$ cat config.mk
export PLATFORM = sky130hd
export DESIGN_NAME = base36_text_decoder
export DESIGN_NICKNAME = d
export VERILOG_FILES = /design/src/b36_pkg.sv /design/src/b36_accum_step.sv /design/src/base36_text_decoder.sv
export SDC_FILE = /design/constraint.sdc
export NUM_CORES = 1
export LEC_CHECK = 0
export BUFFER_PORTS_ARGS = -buffer_cell sky130_fd_sc_hd__buf_4
export CAP_MARGIN = 20
export CORE_MARGIN = 4
export CORE_UTILIZATION = 40
export CTS_CLUSTER_DIAMETER = 120
export CTS_CLUSTER_SIZE = 28
export DETAILED_ROUTE_END_ITERATION = 7
export GPL_ROUTABILITY_DRIVEN = 0
export PLACE_DENSITY_LB_ADDON = 0.08
export SLEW_MARGIN = 20
export SYNTH_ARGS = -nofsm -noshare
export SYNTH_HDL_FRONTEND = slang
export SYNTH_SLANG_ARGS = --single-unit
$ cat constraint.sdc
create_clock -name aclk -period 5.1 [get_ports aclk]
set_clock_uncertainty 0.15 [all_clocks]
set_input_delay 0.255 -clock aclk [delete_from_list [all_inputs] [get_ports aclk]]
set_output_delay 0.255 -clock aclk [all_outputs]
set_load 0.01 [all_outputs]
$ cat src/b36_pkg.sv
// ----------------------------------------------------------------------------
// b36_pkg
// Shared types and constants for the base-36 text decoder: character codes,
// the overflow guard value and the running decode state.
// ----------------------------------------------------------------------------
package b36_pkg;

    localparam int unsigned VALUE_W = 64;
    localparam int unsigned DIGIT_W = 6;

    typedef logic [VALUE_W-1:0] b36_value_t;
    typedef logic [DIGIT_W-1:0] b36_digit_t;
    typedef logic [7:0]         b36_char_t;

    // Smallest accumulator that no longer takes one more digit (guard against wrapping)
    localparam b36_value_t B36_LIMIT = 64'd512409557603000000;

    localparam b36_char_t CHAR_SPACE = 8'h20;
    localparam b36_char_t CHAR_UNDER = 8'h5F;
    localparam b36_char_t CHAR_COMMA = 8'h2C;
    localparam b36_char_t CHAR_0     = 8'h30;
    localparam b36_char_t CHAR_9     = 8'h39;
    localparam b36_char_t CHAR_LA    = 8'h61;
    localparam b36_char_t CHAR_LZ    = 8'h7A;
    localparam b36_char_t CHAR_UA    = 8'h41;
    localparam b36_char_t CHAR_UZ    = 8'h5A;

    // Digit value of the letter 'a' / 'A'
    localparam b36_char_t LETTER_BASE = 8'd10;

    // Running decode state of one string
    typedef struct packed {
        b36_value_t acc;
        logic       err;
    } b36_state_t;

endpackage

$ cat src/b36_accum_step.sv
// ----------------------------------------------------------------------------
// b36_accum_step
// One decode step: classify a character and fold it into the running value,
// raising the sticky error on a bad character or on a digit past the guard.
// ----------------------------------------------------------------------------
module b36_accum_step (
    input  b36_pkg::b36_char_t  char_byte,
    input  logic                char_present,
    input  b36_pkg::b36_state_t cur,
    output b36_pkg::b36_state_t nxt
);
    import b36_pkg::*;

    logic       is_skip;
    logic       is_num;
    logic       is_low;
    logic       is_up;
    b36_char_t  digit_full;
    b36_digit_t digit;
    b36_value_t acc_x36;

    // Classify the character
    assign is_skip = (char_byte == CHAR_SPACE) || (char_byte == CHAR_UNDER)
                  || (char_byte == CHAR_COMMA);
    assign is_num  = (char_byte >= CHAR_0)  && (char_byte <= CHAR_9);
    assign is_low  = (char_byte >= CHAR_LA) && (char_byte <= CHAR_LZ);
    assign is_up   = (char_byte >= CHAR_UA) && (char_byte <= CHAR_UZ);

    always_comb begin
        priority if (is_num) begin
            digit_full = char_byte - CHAR_0;
        end else if (is_low) begin
            digit_full = char_byte - CHAR_LA + LETTER_BASE;
        end else begin
            digit_full = char_byte - CHAR_UA + LETTER_BASE;
        end
    end
    assign digit = digit_full[DIGIT_W-1:0];

    // acc * 36 as two shifted copies
    assign acc_x36 = (cur.acc << 5) + (cur.acc << 2);

    // Fold the character into the state
    always_comb begin
        nxt = cur;
        if (char_present && !is_skip) begin
            if (!(is_num || is_low || is_up) || (cur.acc >= B36_LIMIT)) begin
                nxt.err = 1'b1;
            end else if (!cur.err) begin
                nxt.acc = acc_x36 + b36_value_t'(digit);
            end
        end
    end

endmodule

$ cat src/base36_text_decoder.sv
// ----------------------------------------------------------------------------
// base36_text_decoder
// Decodes a base-36 text string, one character per word, most significant
// digit first, into a 64-bit unsigned value with a sticky error flag.
// ----------------------------------------------------------------------------
//  channel | direction | tdata            | tuser            | tlast
//  s_      | in        | [7:0] char_byte  | [0] char_present | is_last
//  m_      | out       | [63:0] value     | [0] bad_input    | -
//
//  One character word per cycle unless a string-ending word waits on a stalled
//  result. The result register is loaded as the word that ends the string
//  leaves the input register; the multiply-by-36 and add loop is combinational.
//  Reset (aresetn low, synchronous) clears both stages and the decode state.
//  A stalled result holds only words that end a string; other words keep
//  flowing past a pending result.
// ----------------------------------------------------------------------------
module base36_text_decoder (
    input  logic        aclk,
    input  logic        aresetn,
    input  logic        s_tvalid,
    output logic        s_tready,
    input  logic [7:0]  s_tdata,   // [7:0] char_byte
    input  logic [0:0]  s_tuser,   // [0] char_present
    input  logic        s_tlast,
    output logic        m_tvalid,
    input  logic        m_tready,
    output logic [63:0] m_tdata,   // [63:0] decoded_value
    output logic [0:0]  m_tuser    // [0] bad_input
);
    import b36_pkg::*;

    logic       in_vld_reg;
    b36_char_t  in_byte_reg;
    logic       in_present_reg;
    logic       in_last_reg;
    b36_state_t state_reg;
    b36_state_t state_next;
    logic       out_vld_reg;
    b36_value_t out_value_reg;
    logic       out_bad_reg;
    logic       advance;
    logic       in_take;
    logic       out_take;

    // Advance a word unless it ends a string and the result slot is full
    assign advance  = in_vld_reg && (!in_last_reg || !out_vld_reg || m_tready);
    assign s_tready = !in_vld_reg || advance;
    assign in_take  = s_tvalid && s_tready;
    assign out_take = advance && in_last_reg;

    b36_accum_step u_step (
        .char_byte    (in_byte_reg),
        .char_present (in_present_reg),
        .cur          (state_reg),
        .nxt          (state_next)
    );

    // Control and decode state
    always_ff @(posedge aclk) begin
        if (!aresetn) begin
            in_vld_reg  <= 1'b0;
            out_vld_reg <= 1'b0;
            state_reg   <= '0;
        end else begin
            if (in_take) begin
                in_vld_reg <= 1'b1;
            end else if (advance) begin
                in_vld_reg <= 1'b0;
            end
            if (out_take) begin
                out_vld_reg <= 1'b1;
            end else if (m_tready) begin
                out_vld_reg <= 1'b0;
            end
            if (advance) begin
                state_reg <= in_last_reg ? '0 : state_next;
            end
        end
    end

    // Capture input word and result payload
    always_ff @(posedge aclk) begin
        if (in_take) begin
            in_byte_reg    <= s_tdata;
            in_present_reg <= s_tuser[0];
            in_last_reg    <= s_tlast;
        end
        if (out_take) begin
            out_value_reg <= state_next.err ? '0 : state_next.acc;
            out_bad_reg   <= state_next.err;
        end
    end

    assign m_tvalid   = out_vld_reg;
    assign m_tdata    = out_value_reg;
    assign m_tuser[0] = out_bad_reg;

endmodule

## Word-level counts from Yosys, hierarchy flattened

Cells that the tools add are included.

- Bits in registers: 142
- Logic and storage cells: 59
- Bits of input ports: 14
- Output and inout port bits: 67

- $lt $le $gt $ge: 7
- Equality and inequality tests: 3
- Multiplexer cells: 11
- Reductions and logical operators: 22
- $add $sub $neg: 7

Operators by type and width:

| operator | count |
|---|---|
| $mux W65 | 2 |
| $mux W64 | 2 |
| $add A64 B6 Y64 | 1 |
| $add A64 B64 Y64 | 1 |
| $ge A64 B59 Y1 const B | 1 |
| $eq A8 B6 Y1 const B | 2 |
| $ge A8 B7 Y1 const B | 2 |
| $le A8 B7 Y1 const B | 2 |
| $add A6 B4 Y6 const B | 2 |
| $mux W6 | 2 |
| $sub A6 B6 Y6 const B | 2 |
| $eq A8 B7 Y1 const B | 1 |
| $ge A8 B6 Y1 const B | 1 |
| $le A8 B6 Y1 const B | 1 |
| $logic_or A1 B1 Y1 | 8 |
| $logic_and A1 B1 Y1 | 7 |
| $sub A6 B1 Y6 const B | 1 |
| $logic_not A1 Y1 | 5 |
| $mux W1 | 5 |
| $reduce_bool A2 Y1 | 2 |

## Depth between registers and ports, before layout

- Depth in word-level cells: 9
- Mapped depth: 21
- Depth with buffers taken out: 21

## By module

From an unflattened synthesis, not the netlist that was laid out.

- Cells, all modules: 1149
- Area total of the unflattened synthesis: 10602.7 um2

Modules (own cells, without submodules):

| module | times used | sequential area each (um2) | cells each | area an instance (um2) |
|---|---|---|---|---|
| b36_accum_step | 1 | 0.0 | 844 | 5844.4 |
| base36_text_decoder | 1 | 3593.4 | 305 | 4758.3 |

## Worst setup path before layout

OpenSTA, ideal clock, no wires.

- Path kind: register -> register
- Start: reg in_byte_reg[1]
- End: reg out_value_reg[55] (netlist: m_tdata[55]), data pin
- Setup time: 0.256 ns
- Buffers on the path: 0
- Arrival time: 4.410 ns
- Clock period less this slack: 4.817 ns
- Cell stages (with the launch flop): 22
- Data required time: 4.694 ns
- Path slack: 0.283 ns
- Path through: edfxtp_1 > inv_1 > ha_1 > or4b_1 > a21oi_1 > nor4b_1 > xnor2_1 > nor2_1 > a21oi_1 > fa_1 > inv_1 > ha_1 > nor2b_1 > o2111ai_1 > nand2_1 > a21boi_0 > a2111oi_0 > o21ai_0 > a21oi_1 > a311oi_1 > xnor2_1 > a22o_1

- Word-level cells in the longest chain between the ends: 8
- Elaborated cells on any way between the ends: 32
- Those cells by class: add/sub (6); order compare (6); eq/ne (3); mux (6); reduce/logical (11)

Ends and longest elaborated chain:

| element | line | text |
|---|---|---|
| start: declaration | base36_text_decoder.sv:33 | `b36_char_t in_byte_reg;` |
| start signal: assignment | base36_text_decoder.sv:84 | `in_byte_reg <= s_tdata;` |
| $sub A6 B1 Y6, or another cell as far along | b36_accum_step.sv:35 | `digit_full = char_byte - CHAR_UA + LETTER_BASE;` |
| $add A6 B4 Y6, or another cell as far along | b36_accum_step.sv:35 |  |
| $mux W6 / $logic_or A1 B1 Y1 (equally long branches) | b36_accum_step.sv:32, b36_accum_step.sv:47 |  |
| $mux W6 / $logic_or A1 B1 Y1 (equally long branches) | b36_accum_step.sv:30, b36_accum_step.sv:47 |  |
| $add A64 B6 Y64 / $logic_not A1 Y1 (equally long branches) | b36_accum_step.sv:50, b36_accum_step.sv:47 |  |
| $mux W64 / $logic_or A1 B1 Y1 (equally long branches) | b36_accum_step.sv:49, b36_accum_step.sv:47 |  |
| $mux W64 / $mux W1 (equally long branches) | b36_accum_step.sv:47 | `if (!(is_num \|\| is_low \|\| is_up) \|\| (cur.acc >= B36_LIMIT)) begin` |
| $mux W65 * | b36_accum_step.sv:46 | `if (char_present && !is_skip) begin` |
| end signal: assignment | base36_text_decoder.sv:89 | `out_value_reg <= state_next.err ? '0 : state_next.acc;` |
| end: declaration | base36_text_decoder.sv:39 | `b36_value_t out_value_reg;` |

Every way passes the cells marked *; elsewhere a longest branch is shown, timed or not.
A chain may end at the register's enable or synchronous reset.

## Worst setup path after layout

- Start: reg in_byte_reg[0]
- End: reg out_value_reg[47] (netlist: m_tdata[47]), data pin

Same word-level chain as after synthesis.

==> metrics.cfg <==
[run_status]
result_of_the_run=finished clean

[worst_setup_path]
start_kind=flop
timing.reg2reg.worst_path_depth=24
endpoint=m_tdata[47]$_SDFFCE_PN0P_
critical_path_cell_count=24
cpMaxStageDelayCell=sky130_fd_sc_hd__fa_1
largest_stage_delay_on_the_critical_path_ns=0.49
req_time_crit_path_ns=5.13
crit_path_start=in_byte_reg[0]$_DFFE_PP_
worst_r2r_endpoint=m_tdata[47]$_SDFFCE_PN0P_
worst_ep_arrival_time_ns=4.92
cp_cell_sequence=inv_2 > ha_4 > or4b_4 > a21oi_2 > nor4b_2 > xnor2_1 > nor2_1 > a21oi_2 > fa_1 > inv_2 > ha_4 > nor2b_2 > o2111ai_1 > nand2_1 > a21boi_2 > a2111oi_4 > buf_4 > o21ai_1 > buf_4 > nand2_1 > buf_4 > a2111o_1 > o21ai_1 > nor2_1
critical_path.most_common_cell=sky130_fd_sc_hd__buf_4
worst_r2r_startpoint=in_byte_reg[0]$_DFFE_PP_
timing.setup.critical_path_class=flop to flop
setup.worst_path.end_class=flop
worst-path-buf-inv=5
critical-path-top-delay-family=compound AO/OA/AOI/OAI gates
worst-path-max-fanout=4
reg2reg_setup_slack_ns=0.21

[floorplanning]
core_area_um2=26210
die_width_um=171.7
boundaryPins=81
core.rowCount=59
fp.dieArea_um2=29490
die_y_um=171.7
start_util_pct=40.92

[power_and_ir_drop]
total_leakage_power_uw=0.005569
share_seq_of_total_power_pct=43.0
irDropWorstVdd_mv=0.1571
net-switching-power_uw=678.2
comb_power_share_pct=7.2
power.internal_uw=2173
power.share.switching_pct=23.79
clockPowerShare_pct=49.8
pwrdens_nw_per_um2=221.9
overall_power_consumption_uw=2851

[final_layout]
ff_latch_area_um2=3593
final_nets=1474
filler_cell_count=2479
layout.cells.most_common=sky130_fd_sc_hd__nand2_1
layout_common_cells=sky130_fd_sc_hd__nand2_1 (154), sky130_fd_sc_hd__buf_4 (141), sky130_fd_sc_hd__ha_1 (124), sky130_fd_sc_hd__a21oi_1 (114), sky130_fd_sc_hd__edfxtp_1 (75)
multiInputGateArea_um2=6918
antenna-diode-count=0
fraction_of_layout_cells_with_a_size_suffix_above_1_pct=15.79
largest_reg_flops=65
area_growth_pct=19.80

[clock_network]
htreeDepth=4
cts_tree=done
clk_latency_ns=0.43
clk_transition_reported_paths_ns=0.07
cts-buffers-inserted=17
clock-sinks=142
cts.path.max_buffers=2
cts.root.buffer_cell=sky130_fd_sc_hd__clkbuf_16

[global_routing]
global_route_wire_length_before_repair_um=50650
via_count_of_the_first_global_routing_pass=9215
maximum_number_of_pins_on_one_net_before_global_route_repair=67
globalRoute.totalOverflow=0
number_of_antenna_violations_at_the_first_check_in_global_routing=0
grt_use_total_pct=21.75

[hold_path]
hold_path.class=input pin to flop
min_path_cells=3

[yosys]
synth_warnings=0
postSynthNetCount=1369
register_area_share_after_synthesis_pct=33.51
netlist-cell-type-count=70
synth_edf_count=75
syn-instance-count=1225
ys_ff_latch=142
synth.cell_area_um2=10720
syn_avg_cell_area_um2=8.753
synth_async_reset_ratio_pct=0
flip_flop_cell_with_the_highest_count_after_synthesis=sky130_fd_sc_hd__edfxtp_1

[route]
top_layer_used=met4
dr_wl_met2_um=14520
viasPerCell=5.761
wl_met3_um=1457
vias=9667
antenna_violation_net_count_after_detailed_routing=0
wl_met1_um=15360
detail_route.wirelength_um=32000
drtIter0Drc=792
remaining_drc_errors=0
drt_first_pass_iters=5
route.detailed.wl_per_inst_um=19.07

[place]
port_buffers=80
half_perimeter_wire_length_after_detailed_placement_um=23270
dpl_worst_slack_ns=-0.2330

[sta]
period_minus_slack_ns=4.891
timing.final.hold_violations=0
timing.final.setup_violations=0
achievable-frequency_mhz=204.4
tightest_slew_ns=0.9749
fin_ws_ns=0.2088
maxSlewViolCount=0
rsz0062_at_grt=yes
slew-limit-headroom_pct=35.01
post-route-period-util_pct=95.91

[run]
maxCapViolCount=0

==> final cells by class <==
cell class,instances,area share (%)
clock buffer,22,3.536
clock inverter,10,1.461
inverter,28,0.8182
multi-input combinational,989,53.85
sequential,142,27.97
tap,335,3.263
timing repair buffer,152,9.097
==> Yosys cell counts, drive strengths merged (11+ instances only) <==
library cell / n / area share, %
a22oi: 37 / 2.6
o21a: 13 / 0.91
o21ai: 66 / 3.2
nand2: 154 / 5.4
xnor2: 38 / 3.1
ha: 128 / 15
a211oi: 11 / 0.77
a21oi: 118 / 5.5
dfxtp: 67 / 13
nor2: 72 / 2.5
clkbuf: 46 / 1.6
a22o: 25 / 2.0
xor2: 25 / 2.0
a21o: 30 / 2.1
edfxtp: 75 / 21
nand3: 28 / 1.3
nor2b: 46 / 2.7
nor3: 30 / 1.4
buf: 20 / 0.97
and3: 15 / 0.88
inv: 28 / 0.98
o21bai: 11 / 0.77
nand4: 22 / 1.3
==> worst register-to-register path, cell delays in order (launching register included) <==
cell and delay (ns):
sky130_fd_sc_hd__edfxtp_1 0.43, sky130_fd_sc_hd__inv_2 0.11, sky130_fd_sc_hd__ha_4 0.15, sky130_fd_sc_hd__or4b_4 0.46, sky130_fd_sc_hd__a21oi_2 0.15, sky130_fd_sc_hd__nor4b_2 0.07
sky130_fd_sc_hd__xnor2_1 0.14, sky130_fd_sc_hd__nor2_1 0.14, sky130_fd_sc_hd__a21oi_2 0.05, sky130_fd_sc_hd__fa_1 0.49, sky130_fd_sc_hd__inv_2 0.05, sky130_fd_sc_hd__ha_4 0.24
sky130_fd_sc_hd__nor2b_2 0.16, sky130_fd_sc_hd__o2111ai_1 0.17, sky130_fd_sc_hd__nand2_1 0.11, sky130_fd_sc_hd__a21boi_2 0.23, sky130_fd_sc_hd__a2111oi_4 0.10, sky130_fd_sc_hd__buf_4 0.16
sky130_fd_sc_hd__o21ai_1 0.14, sky130_fd_sc_hd__buf_4 0.15, sky130_fd_sc_hd__nand2_1 0.08, sky130_fd_sc_hd__buf_4 0.15, sky130_fd_sc_hd__a2111o_1 0.40, sky130_fd_sc_hd__o21ai_1 0.10
sky130_fd_sc_hd__nor2_1 0.06
==> what timing repair did <==
action | 4_1_cts | 5_1_grt
endpoints found under the setup margin | 26 | 66
hold endpoints to repair | 11 | 0
setup buffers | 0 | 3
resized for setup | 10 | 29
pin swaps | 2 | 10
hold buffers | 11 | 0
==> logic make-up (layout without fill, tap and decap cells) <==
logic type,Yosys count,after routing,synth area share [%]
XOR/XNOR,63,63,5.146
adder cells (fa/ha/maj),130,130,15.31
multiplexers,8,8,0.7585
AND/OR/NAND/NOR,414,414,18.73
flip-flops,142,142,33.51
AO/OA/AOI/OAI,374,374,22.99
buffers and inverters,94,212,3.559
==> stage by stage <==
step | hold WS (ns) | setup TNS, ns | cell area [um2] | instances | util [%]
after floorplan | 0.2039 | 0 | 10720 | 1225 | -
after global placement | 0.2839 | -0.6048 | 11920 | 1632 | 45.48
after detailed placement | 0.2842 | -1.527 | 11920 | 1632 | 45.49
after CTS | 0.03657 | 0 | 12720 | 1675 | 48.53
after global routing | 0.05337 | -0.3124 | 12850 | 1678 | 49.02
final | 0.04509 | 0 | 12850 | 1678 | 49.02
==> layer usage <==
layer  up-vias  global-route usage (%)
met5         -                       0
met4         0                   6.220
met3        42                   3.172
met2       254                   34.73
met1      4625                   30.77
li1       4746                       -
==> power by group through the flow <==
stage               clock network (uW)  registers [uW]  logic, uW
floorplan                            0            1250        105
global placement                     0            1250        189
detailed placement                   0            1250        191
CTS                               1440            1230        198
global route                      1500            1230        222
finish                            1420            1230        205
==> worst min path at each step <==
stage / start / end / slack (ns)
floorplan: s_tdata[0] / in_byte_reg[0]$_DFFE_PP_ / 0.20
global placement: s_tdata[3] / in_byte_reg[3]$_DFFE_PP_ / 0.28
detailed placement: s_tdata[5] / in_byte_reg[5]$_DFFE_PP_ / 0.28
CTS: m_tready / m_tvalid$_SDFFE_PN0P_ / 0.04
global route: m_tready / in_vld_reg$_SDFFE_PN0P_ / 0.05
finish: m_tready / m_tvalid$_SDFFE_PN0P_ / 0.05
(Power assumes the default switching activity.)
